===== config.mk =====
export PLATFORM = sky130hd
export DESIGN_NAME = tgad_out_buf
export DESIGN_NICKNAME = d
export VERILOG_FILES = /design/src/tgad_pkg.sv /design/src/tgad_out_buf.sv
export SDC_FILE = /design/constraint.sdc
export NUM_CORES = 1
export LEC_CHECK = 0
export BUFFER_PORTS_ARGS = -buffer_cell sky130_fd_sc_hd__buf_2
export CELL_PAD_IN_SITES_DETAIL_PLACEMENT = 1
export CELL_PAD_IN_SITES_GLOBAL_PLACEMENT = 2
export CORE_MARGIN = 2
export CORE_UTILIZATION = 26
export CTS_CLUSTER_DIAMETER = 60
export DETAILED_ROUTE_END_ITERATION = 10
export PLACE_DENSITY_LB_ADDON = 0.08
export SYNTH_ARGS = -nofsm -noshare
export SYNTH_HDL_FRONTEND = slang
export SYNTH_SLANG_ARGS = --single-unit

===== constraint.sdc =====
create_clock -name clock -period 11.2 [get_ports clock]
set_clock_uncertainty 0.1 [all_clocks]
set_input_delay 1.68 -clock clock [delete_from_list [all_inputs] [get_ports clock]]
set_output_delay 1.68 -clock clock [all_outputs]
set_load 0.05 [all_outputs]

===== src/tgad_pkg.sv =====
// ============================================================================
// TGA decoder package
// Result codes, header layout constants, payload types and small helpers.
// ============================================================================
`timescale 1ns / 1ps

package tgad_pkg;

   // Kind of each result beat.
   typedef enum logic [1:0] {
      KIND_HEADER = 2'd0,
      KIND_PIXEL  = 2'd1,
      KIND_REJECT = 2'd2
   } result_kind_type;

   // Header layout.
   localparam int unsigned HDR_LEN = 18;
   localparam logic [4:0] OFS_IDENT_LEN = 5'd0;
   localparam logic [4:0] OFS_TYPE_LO  = 5'd2;
   localparam logic [4:0] OFS_TYPE_HI  = 5'd3;
   localparam logic [4:0] OFS_CMAP_LO  = 5'd5;
   localparam logic [4:0] OFS_CMAP_HI  = 5'd6;
   localparam logic [4:0] OFS_WIDTH_LO = 5'd12;
   localparam logic [4:0] OFS_WIDTH_HI = 5'd13;
   localparam logic [4:0] OFS_HGT_LO   = 5'd14;
   localparam logic [4:0] OFS_HGT_HI   = 5'd15;
   localparam logic [4:0] OFS_DEPTH    = 5'd16;
   localparam logic [4:0] OFS_DESC     = 5'd17;

   localparam logic [15:0] IMAGE_TYPE_TRUECOLOR = 16'd2;
   localparam logic [7:0]  DESC_INTERLEAVE_MASK = 8'hc0;
   localparam int unsigned DESC_ROWS_UP_BIT     = 5;

   localparam logic [7:0] DEPTH_15 = 8'd15;
   localparam logic [7:0] DEPTH_16 = 8'd16;
   localparam logic [7:0] DEPTH_24 = 8'd24;
   localparam logic [7:0] DEPTH_32 = 8'd32;

   localparam logic [7:0] MAX_VALUE_8BIT = 8'd255;
   localparam logic [7:0] MAX_VALUE_5BIT = 8'h1f;

   // One result beat.
   typedef struct packed {
      result_kind_type result_kind;
      logic [15:0]     image_width;
      logic [15:0]     image_height;
      logic [7:0]      max_value;
      logic [7:0]      red;
      logic [7:0]      green;
      logic [7:0]      blue;
      logic [15:0]     column;
      logic [15:0]     row;
      logic            last;
   } rsp_payload_type;

   // A result offered by the parser to the output buffer.
   typedef struct packed {
      logic            valid;
      rsp_payload_type payload;
   } rsp_push_type;

   function automatic logic depth_supported(input logic [7:0] depth);
      return (depth == DEPTH_15) || (depth == DEPTH_16) ||
             (depth == DEPTH_24) || (depth == DEPTH_32);
   endfunction

   function automatic logic [7:0] max_value_of(input logic [7:0] depth);
      return ((depth == DEPTH_24) || (depth == DEPTH_32)) ? MAX_VALUE_8BIT
                                                          : MAX_VALUE_5BIT;
   endfunction

   // Index of the final byte of a pixel: 3 for 32-bit, 2 for 24-bit, else 1.
   function automatic logic [1:0] pixel_last_index(input logic [7:0] depth);
      logic [1:0] idx;
      idx = 2'd1;
      if (depth == DEPTH_32) idx = 2'd3;
      else if (depth == DEPTH_24) idx = 2'd2;
      return idx;
   endfunction

endpackage


===== src/tgad_out_buf.sv =====
// ============================================================================
// TGA decoder output buffer
// Result register with a skid entry behind it, so a stalled result does not
// stop the byte channel at once.
// ============================================================================
`timescale 1ns / 1ps

module tgad_out_buf import tgad_pkg::*; (
   input  logic            clock,
   input  logic            reset,
   input  rsp_push_type    push,
   output logic            can_take,
   output logic            out_valid,
   output rsp_payload_type out_data,
   input  logic            out_ready
);

   logic            main_valid_ff, main_valid_in;
   logic            skid_valid_ff, skid_valid_in;
   rsp_payload_type main_data_ff, main_data_in;
   rsp_payload_type skid_data_ff, skid_data_in;
   logic            pop;

   assign can_take  = !skid_valid_ff;
   assign out_valid = main_valid_ff;
   assign out_data  = main_data_ff;
   assign pop       = main_valid_ff && out_ready;

   always_comb begin
      main_valid_in = main_valid_ff;
      skid_valid_in = skid_valid_ff;
      main_data_in  = main_data_ff;
      skid_data_in  = skid_data_ff;
      if (skid_valid_ff) begin
         // No push can arrive while the skid entry is full.
         if (pop) begin
            main_data_in  = skid_data_ff;
            skid_valid_in = 1'b0;
         end
      end else if (!main_valid_ff || pop) begin
         main_valid_in = push.valid;
         main_data_in  = push.payload;
      end else if (push.valid) begin
         skid_valid_in = 1'b1;
         skid_data_in  = push.payload;
      end
   end

   always_ff @(posedge clock) begin
      if (reset) begin
         main_valid_ff <= 1'b0;
         skid_valid_ff <= 1'b0;
      end else begin
         main_valid_ff <= main_valid_in;
         skid_valid_ff <= skid_valid_in;
      end
   end

   always_ff @(posedge clock) begin
      main_data_ff <= main_data_in;
      skid_data_ff <= skid_data_in;
   end

endmodule


==> flow_metrics.env <==
export IMPL_wirelength_um=16300
export IMPL_worst_slew_pin_slew_ps=942
export IMPL_placed_area_sq_um=8870
export IMPL_clk_pin_slew_worst_paths_ps=70
export IMPL_via_per_inst=3.98
export IMPL_dieHeight_um=173
export IMPL_dpl_cell_count=894
export IMPL_critPathBufInv=2
export IMPL_leakage_nw=3.53
export IMPL_grt_max_degree=66
export IMPL_slowest_delay_ps=850
export IMPL_vias=3696
export IMPL_numCtsBuffers=17
export IMPL_setup_viol=0
export IMPL_path_max_fanout=53
export IMPL_syn_area_sq_um=7450
export IMPL_fin_area_sq_um=9420
export IMPL_crit_family="simple AND/OR/NAND/NOR gates"
export IMPL_critical_path_startpoint_type="primary input"
export IMPL_slew_viol_final=0
export IMPL_cts_root_buffer="clkbuf_16"
export IMPL_syn2layout_area_growth_pct=26.5
export IMPL_cts_tree="yes"
export IMPL_layout_cells_most_common_list="buf_2 (203), edfxtp_1 (198), mux2_2 (54), mux2_4 (45), clkbuf_16 (17)"
export IMPL_maxClockFrequency_mhz=285
export IMPL_n_fill_cell=2847
export IMPL_routedWlPerCell_um=17.5
export IMPL_coreArea_sq_um=28000
export IMPL_gp_congestion=0.675
export IMPL_io_pins=204
export IMPL_p_switching_mw=0.535
export IMPL_clk_latency_ps=430
export IMPL_seq_area_sq_um=5990
export IMPL_crit_slowest_cell="and4bb_4"
export IMPL_dp_hpwl_um=10800
export IMPL_postCtsSetupRepairBufs=0
export IMPL_syn_inst=321
export IMPL_drive_gt1_share_pct=62.0
export IMPL_grt_antenna_before_repair=2
export IMPL_status="finished, final reports clean"
export IMPL_first_global_vias=4056
export IMPL_yosys_register_bits=200
export IMPL_period_needed_ps=3510
export IMPL_final_cells=929
export IMPL_rows=61
export IMPL_drc=0
export IMPL_ctsHoldBuffers=0
export IMPL_clock_sinks=200
export IMPL_tns_ps=0
export IMPL_path_class="primary input to flop"
export IMPL_pwr_share_clk_pct=32.1
export IMPL_layout_nets=638
export IMPL_syn_area_per_cell_sq_um=23.2
export IMPL_hp_class="flop to flop"
export IMPL_die_area_sq_um=30000
export IMPL_combPwrFrac_pct=17.1
export IMPL_syn_nets=424
export IMPL_grt_usage_pct=11.0
export IMPL_max_slew_margin_pct=37.2
export IMPL_hold_viol=0
export IMPL_switching_share_pct=29.8
export IMPL_powerDensity_nw_per_um2=191
export IMPL_intPower_mw=1.26
export IMPL_rsz0062_at_grt="no"
export IMPL_multi_input_area_sq_um=1350
export IMPL_htree_levels=4
export IMPL_die_width_um=173
export IMPL_cp_end_kind="flop"
export IMPL_portBuffers=203
export IMPL_ant_nets=0
export IMPL_cts_resized=0
export IMPL_peakVddDrop_v=0.0000698
export IMPL_drv_cap=0
export IMPL_synth_warnings=0
export IMPL_first_pass_iters=4
export IMPL_drt_iter0_drc=191
export IMPL_ys_types=16
export IMPL_start_util_pct=26.6
export IMPL_grt_ovfl_total=0
export IMPL_seq_area_frac_synth_pct=80.3
export IMPL_power_total_mw=1.80
export IMPL_path_cells="buf_2 > and4bb_4 > buf_4"
export IMPL_grt_pass1_wl_um=24800
export IMPL_dp_slack_ps=7170
export IMPL_period_share_pct=31.4
export IMPL_critPathRequiredTime_ps=11160
export IMPL_clockBufferDepth=2
export IMPL_final_common_cell="buf_2"
export IMPL_setup_ws_ps=7690
export IMPL_cp_arrival_ps=3470
export IMPL_seqPwrFrac_pct=50.8
[final timing paths]
path                         start               to  slack [ps]  cells after the start
setup / recovery         out_ready  skid_data_ff[5]        7690                      3
hold / removal    skid_data_ff[98]     out_data[98]         450                      1
setup reg to reg     skid_valid_ff  skid_data_ff[5]        8360                      2
hold reg to reg   skid_data_ff[98]     out_data[98]         450                      1
[power groups by stage]
| stage | Combinational, mW | Sequential [mW] | Clock [mW] |
|---|---|---|---|
| floorplan | 0.0695 | 1.10 | 0 |
| global placement | 0.310 | 0.933 | 0 |
| detailed placement | 0.313 | 0.933 | 0 |
| CTS | 0.313 | 0.916 | 0.603 |
| global route | 0.322 | 0.922 | 0.628 |
| finish | 0.307 | 0.915 | 0.578 |
[cells in the mapped netlist]
cell      count  area (sq um)
edfxtp_1    198          5950
mux2_2       54           608
mux2_4       45           676
buf_2         5          25.0
buf_8         4          60.1
buf_6         3          33.8
dfxtp_1       2          40.0
inv_1         2          7.51
a211oi_1      1          7.51
a21oi_1       1          5.00
and4bb_2      1          12.5
nand2_1       1          3.75
nand2b_1      1          6.26
nor2b_1       1          6.26
o21ai_0       1          5.00
o32ai_1       1          8.76
[sequential cells by signal, summed over array words and instances (netlist names)]
name and count:
out_data 99, skid_data_ff 99, skid_valid_ff 1, out_valid 1
[through the flow]
| stage | hold WS, ps | util [%] |
|---|---|---|
| floorplan | 423 | - |
| global placement | 425 | 31.7 |
| detailed placement | 433 | 31.7 |
| CTS | 453 | 33.6 |
| global route | 461 | 33.6 |
| finish | 447 | 33.6 |
[per-layer routing]
layer	global-route usage (%)	share of wire (%)	routed length, um
met5	0	0	0
met4	4.20	1.4	233
met3	3.57	5.6	907
met2	17.5	49	7910
met1	13.9	44	7220
[logic make-up after synthesis]
kind of cell | Yosys count | share of synthesized area [%]
buffers and inverters | 14 | 1.70
multiplexers | 99 | 17.2
AND/OR/NAND/NOR | 4 | 0.386
flip-flops | 200 | 80.3
AO/OA/AOI/OAI | 4 | 0.353
[worst register-to-register path: stages (launching register included)]
cell and delay, ps:
dfxtp_4 590, and4bb_4 970, buf_4 770
[final cells by class]
class                      instances  share of cell area (%)
antenna                            3                  0.0797
clock buffer                      18                    4.55
clock inverter                    14                    1.25
inverter                           2                  0.0797
multi-input combinational        107                    14.4
sequential                       200                    63.6
tap                              378                    5.02
timing repair buffer             207                    11.1
Note: power is estimated with default switching activity, not from simulation.
