==> config.mk <==
export PLATFORM = sky130hd
export DESIGN_NAME = tgad_parser
export DESIGN_NICKNAME = d
export VERILOG_FILES = /design/src/tgad_pkg.sv /design/src/tgad_parser.sv
export SDC_FILE = /design/constraint.sdc
export NUM_CORES = 1
export LEC_CHECK = 0
export BUFFER_PORTS_ARGS = -buffer_cell sky130_fd_sc_hd__buf_2
export CAP_MARGIN = 15
export CORE_MARGIN = 1.5
export CORE_UTILIZATION = 35
export CTS_BUF_LIST = sky130_fd_sc_hd__clkbuf_4 sky130_fd_sc_hd__clkbuf_8
export CTS_CLUSTER_DIAMETER = 120
export DETAILED_ROUTE_END_ITERATION = 7
export PLACE_DENSITY_LB_ADDON = 0.25
export SYNTH_ARGS = -nofsm -noshare
export SYNTH_HDL_FRONTEND = slang
export SYNTH_SLANG_ARGS = --single-unit
==> constraint.sdc <==
create_clock -name clock -period 8.6 [get_ports clock]
set_input_delay 0 -clock clock [delete_from_list [all_inputs] [get_ports clock]]
set_output_delay 0 -clock clock [all_outputs]
set_load 0.02 [all_outputs]
==> src/tgad_pkg.sv <==
// ============================================================================
// TGA decoder package
// Result codes, header layout constants, payload types and small helpers.
// ============================================================================
`timescale 1ns / 1ps

package tgad_pkg;

   // Kind of each result beat.
   typedef enum logic [1:0] {
      KIND_HEADER = 2'd0,
      KIND_PIXEL  = 2'd1,
      KIND_REJECT = 2'd2
   } result_kind_type;

   // Header layout.
   localparam int unsigned HDR_LEN = 18;
   localparam logic [4:0] OFS_IDENT_LEN = 5'd0;
   localparam logic [4:0] OFS_TYPE_LO  = 5'd2;
   localparam logic [4:0] OFS_TYPE_HI  = 5'd3;
   localparam logic [4:0] OFS_CMAP_LO  = 5'd5;
   localparam logic [4:0] OFS_CMAP_HI  = 5'd6;
   localparam logic [4:0] OFS_WIDTH_LO = 5'd12;
   localparam logic [4:0] OFS_WIDTH_HI = 5'd13;
   localparam logic [4:0] OFS_HGT_LO   = 5'd14;
   localparam logic [4:0] OFS_HGT_HI   = 5'd15;
   localparam logic [4:0] OFS_DEPTH    = 5'd16;
   localparam logic [4:0] OFS_DESC     = 5'd17;

   localparam logic [15:0] IMAGE_TYPE_TRUECOLOR = 16'd2;
   localparam logic [7:0]  DESC_INTERLEAVE_MASK = 8'hc0;
   localparam int unsigned DESC_ROWS_UP_BIT     = 5;

   localparam logic [7:0] DEPTH_15 = 8'd15;
   localparam logic [7:0] DEPTH_16 = 8'd16;
   localparam logic [7:0] DEPTH_24 = 8'd24;
   localparam logic [7:0] DEPTH_32 = 8'd32;

   localparam logic [7:0] MAX_VALUE_8BIT = 8'd255;
   localparam logic [7:0] MAX_VALUE_5BIT = 8'h1f;

   // One result beat.
   typedef struct packed {
      result_kind_type result_kind;
      logic [15:0]     image_width;
      logic [15:0]     image_height;
      logic [7:0]      max_value;
      logic [7:0]      red;
      logic [7:0]      green;
      logic [7:0]      blue;
      logic [15:0]     column;
      logic [15:0]     row;
      logic            last;
   } rsp_payload_type;

   // A result offered by the parser to the output buffer.
   typedef struct packed {
      logic            valid;
      rsp_payload_type payload;
   } rsp_push_type;

   function automatic logic depth_supported(input logic [7:0] depth);
      return (depth == DEPTH_15) || (depth == DEPTH_16) ||
             (depth == DEPTH_24) || (depth == DEPTH_32);
   endfunction

   function automatic logic [7:0] max_value_of(input logic [7:0] depth);
      return ((depth == DEPTH_24) || (depth == DEPTH_32)) ? MAX_VALUE_8BIT
                                                          : MAX_VALUE_5BIT;
   endfunction

   // Index of the final byte of a pixel: 3 for 32-bit, 2 for 24-bit, else 1.
   function automatic logic [1:0] pixel_last_index(input logic [7:0] depth);
      logic [1:0] idx;
      idx = 2'd1;
      if (depth == DEPTH_32) idx = 2'd3;
      else if (depth == DEPTH_24) idx = 2'd2;
      return idx;
   endfunction

endpackage

==> src/tgad_parser.sv <==
// ============================================================================
// TGA decoder stream parser
// Header capture and check, identifier skip and pixel unpacking, one byte
// per accepted beat.
// ============================================================================
`timescale 1ns / 1ps

module tgad_parser import tgad_pkg::*; (
   input  logic         clock,
   input  logic         reset,
   input  logic         accept,
   input  logic [7:0]   data_byte,
   input  logic         file_start,
   output rsp_push_type push
);

   typedef enum logic [2:0] {
      PH_IDLE,
      PH_HEADER,
      PH_IDENT,
      PH_PIXELS,
      PH_DONE
   } phase_type;

   phase_type   phase_ff, phase_in;
   logic [4:0]  header_count_ff, header_count_in;
   logic [7:0]  ident_len_ff, ident_len_in;
   logic [7:0]  type_lo_ff, type_lo_in;
   logic [7:0]  type_hi_ff, type_hi_in;
   logic [7:0]  cmap_lo_ff, cmap_lo_in;
   logic [7:0]  cmap_hi_ff, cmap_hi_in;
   logic [15:0] width_ff, width_in;
   logic [15:0] height_ff, height_in;
   logic [7:0]  depth_ff, depth_in;
   logic [7:0]  desc_ff, desc_in;
   logic [7:0]  ident_remaining_ff, ident_remaining_in;
   logic [1:0]  pix_index_ff, pix_index_in;
   logic [23:0] held_bytes_ff, held_bytes_in;
   logic [15:0] column_ff, column_in;
   logic [15:0] row_ff, row_in;
   logic [15:0] rows_done_ff, rows_done_in;

   phase_type   cur_phase;
   logic [4:0]  cur_count;
   logic        rows_up;
   logic        image_empty;
   logic        header_ok;
   logic        start_pixels;
   logic        col_at_end;
   logic        pix_last;
   logic [15:0] word16;
   logic [7:0]  red_val, green_val, blue_val;

   always_comb begin
      phase_in           = phase_ff;
      header_count_in    = header_count_ff;
      ident_len_in       = ident_len_ff;
      type_lo_in         = type_lo_ff;
      type_hi_in         = type_hi_ff;
      cmap_lo_in         = cmap_lo_ff;
      cmap_hi_in         = cmap_hi_ff;
      width_in           = width_ff;
      height_in          = height_ff;
      depth_in           = depth_ff;
      desc_in            = desc_ff;
      ident_remaining_in = ident_remaining_ff;
      pix_index_in       = pix_index_ff;
      held_bytes_in      = held_bytes_ff;
      column_in          = column_ff;
      row_in             = row_ff;
      rows_done_in       = rows_done_ff;
      push               = '0;
      start_pixels       = 1'b0;

      // A start flag restarts the header with this very byte.
      cur_phase = file_start ? PH_HEADER : phase_ff;
      cur_count = file_start ? 5'd0 : header_count_ff;

      // On the final header byte the descriptor is the incoming byte.
      rows_up = (cur_phase == PH_HEADER) ? data_byte[DESC_ROWS_UP_BIT]
                                         : desc_ff[DESC_ROWS_UP_BIT];
      image_empty = (width_ff == 16'd0) || (height_ff == 16'd0);
      header_ok = ({type_hi_ff, type_lo_ff} == IMAGE_TYPE_TRUECOLOR) &&
                  ((data_byte & DESC_INTERLEAVE_MASK) == 8'd0) &&
                  ({cmap_hi_ff, cmap_lo_ff} == 16'd0) &&
                  depth_supported(depth_ff);

      col_at_end = (column_ff == width_ff - 16'd1);
      pix_last   = col_at_end && (rows_done_ff == height_ff - 16'd1);

      word16 = {data_byte, held_bytes_ff[7:0]};
      if (pixel_last_index(depth_ff) == 2'd1) begin
         red_val   = {3'b000, word16[14:10]};
         green_val = {3'b000, word16[9:5]};
         blue_val  = {3'b000, word16[4:0]};
      end else begin
         blue_val  = held_bytes_ff[7:0];
         green_val = held_bytes_ff[15:8];
         red_val   = (pixel_last_index(depth_ff) == 2'd2) ? data_byte
                                                          : held_bytes_ff[23:16];
      end

      if (accept) begin
         case (cur_phase)
            PH_HEADER: begin
               unique case (cur_count)
                  OFS_IDENT_LEN: ident_len_in       = data_byte;
                  OFS_TYPE_LO:   type_lo_in         = data_byte;
                  OFS_TYPE_HI:   type_hi_in         = data_byte;
                  OFS_CMAP_LO:   cmap_lo_in         = data_byte;
                  OFS_CMAP_HI:   cmap_hi_in         = data_byte;
                  OFS_WIDTH_LO:  width_in[7:0]      = data_byte;
                  OFS_WIDTH_HI:  width_in[15:8]     = data_byte;
                  OFS_HGT_LO:    height_in[7:0]     = data_byte;
                  OFS_HGT_HI:    height_in[15:8]    = data_byte;
                  OFS_DEPTH:     depth_in           = data_byte;
                  OFS_DESC:      desc_in            = data_byte;
                  default:       ident_remaining_in = ident_remaining_ff;
               endcase
               header_count_in = cur_count + 5'd1;
               phase_in        = PH_HEADER;
               if (cur_count == OFS_DESC) begin
                  push.valid = 1'b1;
                  if (!header_ok) begin
                     push.payload.result_kind = KIND_REJECT;
                     phase_in                 = PH_DONE;
                  end else begin
                     push.payload.result_kind  = KIND_HEADER;
                     push.payload.image_width  = width_ff;
                     push.payload.image_height = height_ff;
                     push.payload.max_value    = max_value_of(depth_ff);
                     push.payload.last         = image_empty;
                     ident_remaining_in        = ident_len_ff;
                     if (ident_len_ff != 8'd0) begin
                        phase_in = PH_IDENT;
                     end else begin
                        start_pixels = 1'b1;
                     end
                  end
               end
            end
            PH_IDENT: begin
               ident_remaining_in = ident_remaining_ff - 8'd1;
               if (ident_remaining_ff == 8'd1) begin
                  start_pixels = 1'b1;
               end
            end
            PH_PIXELS: begin
               if (pix_index_ff < pixel_last_index(depth_ff)) begin
                  unique case (pix_index_ff)
                     2'd0:    held_bytes_in[7:0]   = data_byte;
                     2'd1:    held_bytes_in[15:8]  = data_byte;
                     default: held_bytes_in[23:16] = data_byte;
                  endcase
                  pix_index_in = pix_index_ff + 2'd1;
               end else begin
                  push.valid                = 1'b1;
                  push.payload.result_kind  = KIND_PIXEL;
                  push.payload.image_width  = width_ff;
                  push.payload.image_height = height_ff;
                  push.payload.max_value    = max_value_of(depth_ff);
                  push.payload.red          = red_val;
                  push.payload.green        = green_val;
                  push.payload.blue         = blue_val;
                  push.payload.column       = column_ff;
                  push.payload.row          = row_ff;
                  push.payload.last         = pix_last;
                  pix_index_in              = 2'd0;
                  if (pix_last) begin
                     phase_in = PH_DONE;
                  end else if (col_at_end) begin
                     column_in    = 16'd0;
                     rows_done_in = rows_done_ff + 16'd1;
                     row_in       = desc_ff[DESC_ROWS_UP_BIT] ? row_ff + 16'd1
                                                              : row_ff - 16'd1;
                  end else begin
                     column_in = column_ff + 16'd1;
                  end
               end
            end
            default: begin
               phase_in = cur_phase;
            end
         endcase

         if (start_pixels) begin
            pix_index_in = 2'd0;
            column_in    = 16'd0;
            rows_done_in = 16'd0;
            row_in       = rows_up ? 16'd0 : height_ff - 16'd1;
            phase_in     = image_empty ? PH_DONE : PH_PIXELS;
         end
      end
   end

   always_ff @(posedge clock) begin
      if (reset) begin
         phase_ff           <= PH_IDLE;
         header_count_ff    <= 5'd0;
         ident_remaining_ff <= 8'd0;
         pix_index_ff       <= 2'd0;
         column_ff          <= 16'd0;
         row_ff             <= 16'd0;
         rows_done_ff       <= 16'd0;
      end else begin
         phase_ff           <= phase_in;
         header_count_ff    <= header_count_in;
         ident_remaining_ff <= ident_remaining_in;
         pix_index_ff       <= pix_index_in;
         column_ff          <= column_in;
         row_ff             <= row_in;
         rows_done_ff       <= rows_done_in;
      end
   end

   // Header bytes and pixel byte holding are payload and need no reset.
   always_ff @(posedge clock) begin
      ident_len_ff  <= ident_len_in;
      type_lo_ff    <= type_lo_in;
      type_hi_ff    <= type_hi_in;
      cmap_lo_ff    <= cmap_lo_in;
      cmap_hi_ff    <= cmap_hi_in;
      width_ff      <= width_in;
      height_ff     <= height_in;
      depth_ff      <= depth_in;
      desc_ff       <= desc_in;
      held_bytes_ff <= held_bytes_in;
   end

endmodule

==> results of run 1 <==
[registers in the layout (all words and copies together) (netlist names), 16 cells and up]
register	flops
held_bytes_ff	24
column_ff	16
height_ff	16
row_ff	16
rows_done_ff	16
width_ff	16
[timing repair]
item                                   4_1_cts  5_1_grt
endpoints found under the hold margin       86        0
hold buffers                                 8        0
resized for setup                            0        0
buffers inserted                             0        0
[worst reg2reg max path: stages, from the launching register on]
cell      delay (ns)
edfxtp_1        0.39
or3_1           0.45
nor4_4          0.48
or2_2           0.33
inv_1           0.20
ha_1            0.32
o21ai_0         0.07
nand2b_1        0.18
and2_1          0.15
buf_4           0.31
nand2_1         0.56
o32ai_4         0.42
buf_4           0.49
o221ai_1        0.23
o211a_1         0.17
[logic make-up (layout without fill, tap and decap cells)]
logic type / count (synthesis) / count (layout) / share of synthesized area, %
muxes: 21 / 21 / 2.12
AOI/OAI and AO/OA: 202 / 202 / 13.4
and+or+nand+nor: 469 / 469 / 26.4
buffers and inverters: 95 / 200 / 4.20
xor gates and xnor gates: 58 / 58 / 5.36
adders and majority gates: 29 / 29 / 3.71
DFF: 171 / 171 / 44.8
[how the worst max path moves through the flow]
stage	from	to	slack, ns
after floorplan	depth_ff[1]	held_bytes_ff[16]	4.77
after global placement	depth_ff[1]	row_ff[9]	3.94
after detailed placement	depth_ff[1]	row_ff[3]	3.77
after CTS	depth_ff[1]	rows_done_ff[15]	3.74
after global routing	depth_ff[1]	row_ff[15]	3.24
final	depth_ff[1]	row_ff[10]	3.72
[power by group through the flow]
stage | clock network (mW) | registers (mW) | logic, mW
finish | 0.585 | 0.875 | 0.0479
global route | 0.630 | 0.876 | 0.0524
CTS | 0.596 | 0.875 | 0.0482
detailed placement | 0 | 0.894 | 0.0456
global placement | 0 | 0.894 | 0.0456
floorplan | 0 | 0.893 | 0.0223
[area by class of cell]
class / instances / area, sq um
multi-input cells: 779 / 5110
fillers: 2795 / 16600
inverters: 37 / 139
clock buffers: 19 / 249
well taps: 378 / 473
clock inverters: 13 / 149
flip-flops and latches: 171 / 4470
repair buffers: 131 / 726
[per-layer routing]
layer / routed length [um] / track usage, %
met3: 1240 / 2.75
met4: 558 / 6.50
met2: 12500 / 29.5
met5: 0 / 0
met1: 13000 / 25.9
[cell usage in the layout (no fill, tap or decap), drive strengths merged, types with 20 or more instances in the layout]
master / instances
a21oi: 60
and2: 49
and3: 58
buf: 123
dfxtp: 66
edfxtp: 105
ha: 28
inv: 45
mux2i: 20
nand2: 89
nand3: 30
nor2: 85
nor3: 27
nor4: 22
o21ai: 46
xnor2: 43
==> impl_results.md, run 1 <==
* CTS H-tree depth at 4
* Setup TNS at 0 ns
* Detailed Route WL at 27200 um
* P_sw at 0.375 mW
* Number of synthesis warnings at 0
* WP data arrival at 5.23 ns
* Clk pwr share at 38.8%
* Synthesized flop and latch total at 171
* Overall power at 1.51 mW
* Worst-path clk slew at 0.10 ns
* CP Cell Sequence: or3_1 -> nor4_4 -> or2_2 -> inv_1 -> ha_1 -> o21ai_0 -> nand2b_1 -> and2_1 -> buf_4 -> nand2_1 -> o32ai_4 -> buf_4 -> o221ai_1 -> o211a_1
* Clk buf depth at 2
* FF-to-FF path depth at 14
* GRT Residual Overflow at 0
* Main flop type after synthesis: edfxtp_1
* First-pass GRT wire length at 42500 um
* Clk Latency, worst-skew pair at 0.48 ns
* Fin crit period at 4.88 ns
* Antenna Nets Post-Route at 0
* Final Hold Fails at 0
* Drt wl/cell at 17.8 um
* Worst path bufs/invs at 3
* Min Hold Slack at 0.0279 ns
* Die area at 0.0296 sq mm
* Largest net degree at the start of global routing at 48
* Syn-to-layout area delta at 13.3%
* Drc violations at 0
* Inst Count DP at 1488
* Asr flop ratio synth at 0%
* Worst hold path class: in2reg
* Core Util, Final at 40.5%
* Worst Tran Pin Value at 1.09 ns
* Leak at 4.46 nW
* Hold wc startpoint: file_start
* Top post-synthesis cells by count: edfxtp_1, nand2_1, nor2_1
* Ant diodes at 0
* Synth cell types at 78
* CP max stage delay at 0.56 ns
* CP Capture Type: register
* Slew headroom at 26.7%
* Dpl cell area at 0.0108 sq mm
* Pre-CTS setup slack at 3.77 ns
* Pint at 1.13 mW
* Die H at 172 um
* Worst path depth at 14
* Critical Path Fanout Max at 47
* Rows at 61
* Final Cycle Share at 56.7%
* Final worst slack at 3.72 ns
* Syn_area_per_cell at 9.56 sq um
* Layout Cells excl Fill at 1528
* Hold Path Stages at 3
* Post-synth top area share at 31.6%
* TritonCTS Buffers at 17
* Max VDD drop at 0.0764 mV
* GP Congestion at 0.866
* Largest area contributor in the netlist: edfxtp_1
* Max Cap Viol at 0
* EDFF count, synth at 105
* Setup Skew at 0.0246 ns
* Largest cells by area after synthesis: edfxtp_1, dfxtp_1, xnor2_1, and3_1, ha_1
* Drt initial violations at 535
* Sw frac at 24.9%
* Clock Sinks at 171
* CP dominant cell by count: buf_4
* Routed via count at 8257
* Die Wd at 172 um
* Worst Setup Path Type: reg2reg
* Mapped Area at 0.00999 sq mm
* Worst r2r src: depth_ff[1]
* Pwr Density at 133 mW/mm^2
* Core box area at 0.0279 sq mm
* RSZ-0062 raised after global routing: false
* Gr usage total at 18.7%
* Fin. max-slew vios at 0
* Final setup violation count at 0
* Seq/Total Area, Yosys at 44.8%
* Hold path endpoint: header_count_ff[0]
* Final #Nets at 1178
* Delay-heaviest family, CP: simple AND/OR/NAND/NOR gates
* Vias in the first global route at 7673
* IO buf count at 111
* Starting Density at 35.8%
* Critical Path Source Type: register
* Root buffer cell: clkbuf_8
* Initial antenna violation count at 0
* Drt pass-1 iters at 5
* Comb pwr share at 3.2%
* Status: completed
* FF-to-FF setup slack at 3.72 ns
* Syn nets at 1086
* Drt via density at 5.40
* Sequential power share at 58.0%
* Post-Layout Inst Area at 0.0113 sq mm
* CTS tree: built
* Hpwl dp at 19000 um
* Cells after Synth at 1045
* Layout cells sized above 1 at 16.0%
* Maximum clock frequency at 205 MHz
* Data required, critical path at 8.96 ns
* Top-count cell post-synth: edfxtp_1
* RR Endpoint: row_ff[10]
* IO Pins at 112
* Slowest CP cell: nand2_1
(Power assumes the default switching activity.)
==> run 2, diff against run 1 <==
- clock period: 8.6 -> 4.6 ns (I/O delays scaled with it)
==> run 2 against run 1 <==
Final cell count is 0.20% higher. Core utilization is 0.13 points higher. Largest power group unchanged. Via count is 0.29% lower.
==> impl_results.md, run 2 (synthesized netlist as in run 1, its figures left out) <==
* Status: completed (unchanged)
* Worst r2r src: depth_ff[1] (unchanged)
* Final setup violation count at 0 (unchanged)
* Leak at 4.48 nW (was 4.46 nW)
* Critical Path Fanout Max at 22 (was 47)
* Core Util, Final at 40.7% (was 40.5%)
* Root buffer cell: clkbuf_8 (unchanged)
* Die Wd at 172 um (unchanged)
* CTS H-tree depth at 4 (unchanged)
* Sequential power share at 57.1% (was 58.0%)
* Routed via count at 8233 (was 8257)
* Vias in the first global route at 7688 (was 7673)
* Clk Latency, worst-skew pair at 0.47 ns (was 0.48 ns)
* Final #Nets at 1181 (was 1178)
* Ant diodes at 0 (unchanged)
* Critical Path Source Type: register (unchanged)
* Fin crit period at 4.15 ns
* Clk pwr share at 39.8% (was 38.8%)
* Gr usage total at 19.0% (was 18.7%)
* Setup Skew at 0.0196 ns (was 0.0246 ns)
* IO buf count at 111 (unchanged)
* Worst hold path class: in2reg (unchanged)
* Max FFs per register at 24 (unchanged)
* Data required, critical path at 4.60 ns (was 8.96 ns)
* Worst Tran Pin Value at 0.900 ns (was 1.09 ns)
* CP Cell Sequence: or3_1 -> nor4b_1 -> buf_4 -> or2_2 -> inv_1 -> ha_1 -> o21ai_0 -> nand2b_1 -> nand2_1 -> a21oi_2 -> buf_4 -> and2_1 -> buf_2 (was or3_1 -> nor4_4 -> or2_2 -> inv_1 -> ha_1 -> o21ai_0 -> nand2b_1 -> and2_1 -> buf_4 -> nand2_1 -> o32ai_4 -> buf_4 -> o221ai_1 -> o211a_1)
* P_sw at 0.700 mW (was 0.375 mW)
* Final Hold Fails at 0 (unchanged)
* Layout cells sized above 1 at 16.3% (was 16.0%)
* CP max stage delay at 0.56 ns (about the same)
* End point of the critical path: push[86] (was row_ff[10])
* Slew headroom at 39.8% (was 26.7%)
* Most frequent cells in the layout: buf_2, edfxtp_1, nand2_1 (unchanged)
* Overall power at 2.87 mW (was 1.51 mW)
* Worst-path clk slew at 0.10 ns (about the same)
* RSZ-0062 raised after global routing: false (unchanged)
* Starting Density at 35.8% (unchanged)
* Drt wl/cell at 18.0 um (was 17.8 um)
* Reg with most FFs: held_bytes_ff (unchanged)
* Worst path bufs/invs at 4 (was 3)
* Sw frac at 24.4% (was 24.9%)
* Drc violations at 0 (unchanged)
* Met2 WL at 12700 um (was 12500 um)
* Largest net degree at the start of global routing at 48 (unchanged)
* Die area at 0.0296 sq mm (unchanged)
* Resized cells post-CTS at 0 (unchanged)
* Comb pwr share at 3.1% (was 3.2%)
* Clk buf depth at 2 (unchanged)
* Setup TNS at 0 ns (unchanged)
* Post-Route M1 WL at 13300 um (was 13000 um)
* Layout Cells excl Fill at 1531 (was 1528)
* Initial antenna violation count at 1 (was 0)
* WP data arrival at 4.15 ns (was 5.23 ns)
* TritonCTS Buffers at 17 (unchanged)
* # fillers at 2821 (was 2795)
* Clock Sinks at 171 (unchanged)
* Routed met3 length at 996 um (was 1240 um)
* GRT Residual Overflow at 0 (unchanged)
* First-pass GRT wire length at 43100 um (was 42500 um)
* Pint at 2.17 mW (was 1.13 mW)
* Max VDD drop at 0.189 mV (was 0.0764 mV)
* FF-to-FF setup slack at 0.56 ns (was 3.72 ns)
* Inst Count DP at 1491 (was 1488)
* Core box area at 0.0279 sq mm (unchanged)
* Worst path depth at 13 (was 14)
* Maximum clock frequency at 241 MHz
* Worst Setup Path Type: reg2out (was reg2reg)
* CTS tree: built (unchanged)
* Final Cycle Share at 90.2%
* FF-to-FF path depth at 14 (unchanged)
* Drt pass-1 iters at 5 (unchanged)
* CP Capture Type: primary output (was register)
* Pwr Density at 252 mW/mm^2 (was 133 mW/mm^2)
* Max Cap Viol at 0 (unchanged)
* Antenna Nets Post-Route at 0 (unchanged)
* CP dominant cell by count: buf_4 (unchanged)
* Drt via density at 5.38 (was 5.40)
* Fin. max-slew vios at 0 (unchanged)
* RR Endpoint: column_ff[2] (was row_ff[10])
* Uppermost layer routed: met4 (unchanged)
* Slowest CP cell: a21oi_2 (was nand2_1)
* Most common cell after layout, fill and taps aside: buf_2 (unchanged)
* Hpwl dp at 19200 um (was 19000 um)
* Detailed Route WL at 27500 um (was 27200 um)
* Syn-to-layout area delta at 13.7% (was 13.3%)
* Die H at 172 um (unchanged)
* GP Congestion at 0.866 (about the same)
* Drt initial violations at 642 (was 535)
* Critical path origin: depth_ff[1] (unchanged)
* Delay-heaviest family, CP: simple AND/OR/NAND/NOR gates (unchanged)
* IO Pins at 112 (unchanged)
* Rows at 61 (unchanged)
run 2: worst min path at each step:
stage          depth (start not counted)          from  slack (ns)                  to
2_1_floorplan                          0  data_byte[0]         0.1       cmap_hi_ff[0]
3_3_place_gp                           1  data_byte[7]        0.48        height_ff[7]
3_5_place_dp                           1  data_byte[1]        0.48       cmap_hi_ff[1]
4_1_cts                                3    file_start       0.007  header_count_ff[0]
5_1_grt                                1  data_byte[5]       0.009       type_lo_ff[5]
6_report                               1  data_byte[5]        0.02       type_lo_ff[5]
run 2: repair_timing:
action	in CTS	in global routing
buffers inserted	0	0
endpoints found under the hold margin	91	0
hold buffers	7	0
run 2: per-stage QoR:
stage	hold slack [ns]	setup slack [ns]	area, sq um
3_3_place_gp	0.476	0.692	10900
3_5_place_dp	0.476	0.576	10900
4_1_cts	0.00675	0.409	11300
2_1_floorplan	0.0989	0.766	9990
6_report	0.0212	0.452	11400
5_1_grt	0.00875	0.0112	11400
run 2: routing by layer:
| layer | vias up | track usage, % |
|---|---|---|
| met1 | 3987 | 26.7 |
| met3 | 30 | 2.70 |
| met5 | - | 0 |
| met2 | 180 | 30.3 |
| li1 | 4036 | - |
| met4 | 0 | 5.67 |
run 2: cell type report:
type	instances	area (sq um)	area share (%)
multi-input combinational	779	5110	45.0
clock inverter	14	173	1.52
tap	378	473	4.16
timing repair buffer	134	746	6.57
inverter	37	139	1.22
sequential	171	4470	39.4
clock buffer	18	241	2.13
run 2: power groups by stage:
stage,registers (mW),logic (mW),clock network (mW)
floorplan,1.67,0.0418,0
global placement,1.67,0.0844,0
detailed placement,1.67,0.0851,0
CTS,1.64,0.0894,1.17
global route,1.64,0.0982,1.23
finish,1.64,0.0880,1.14
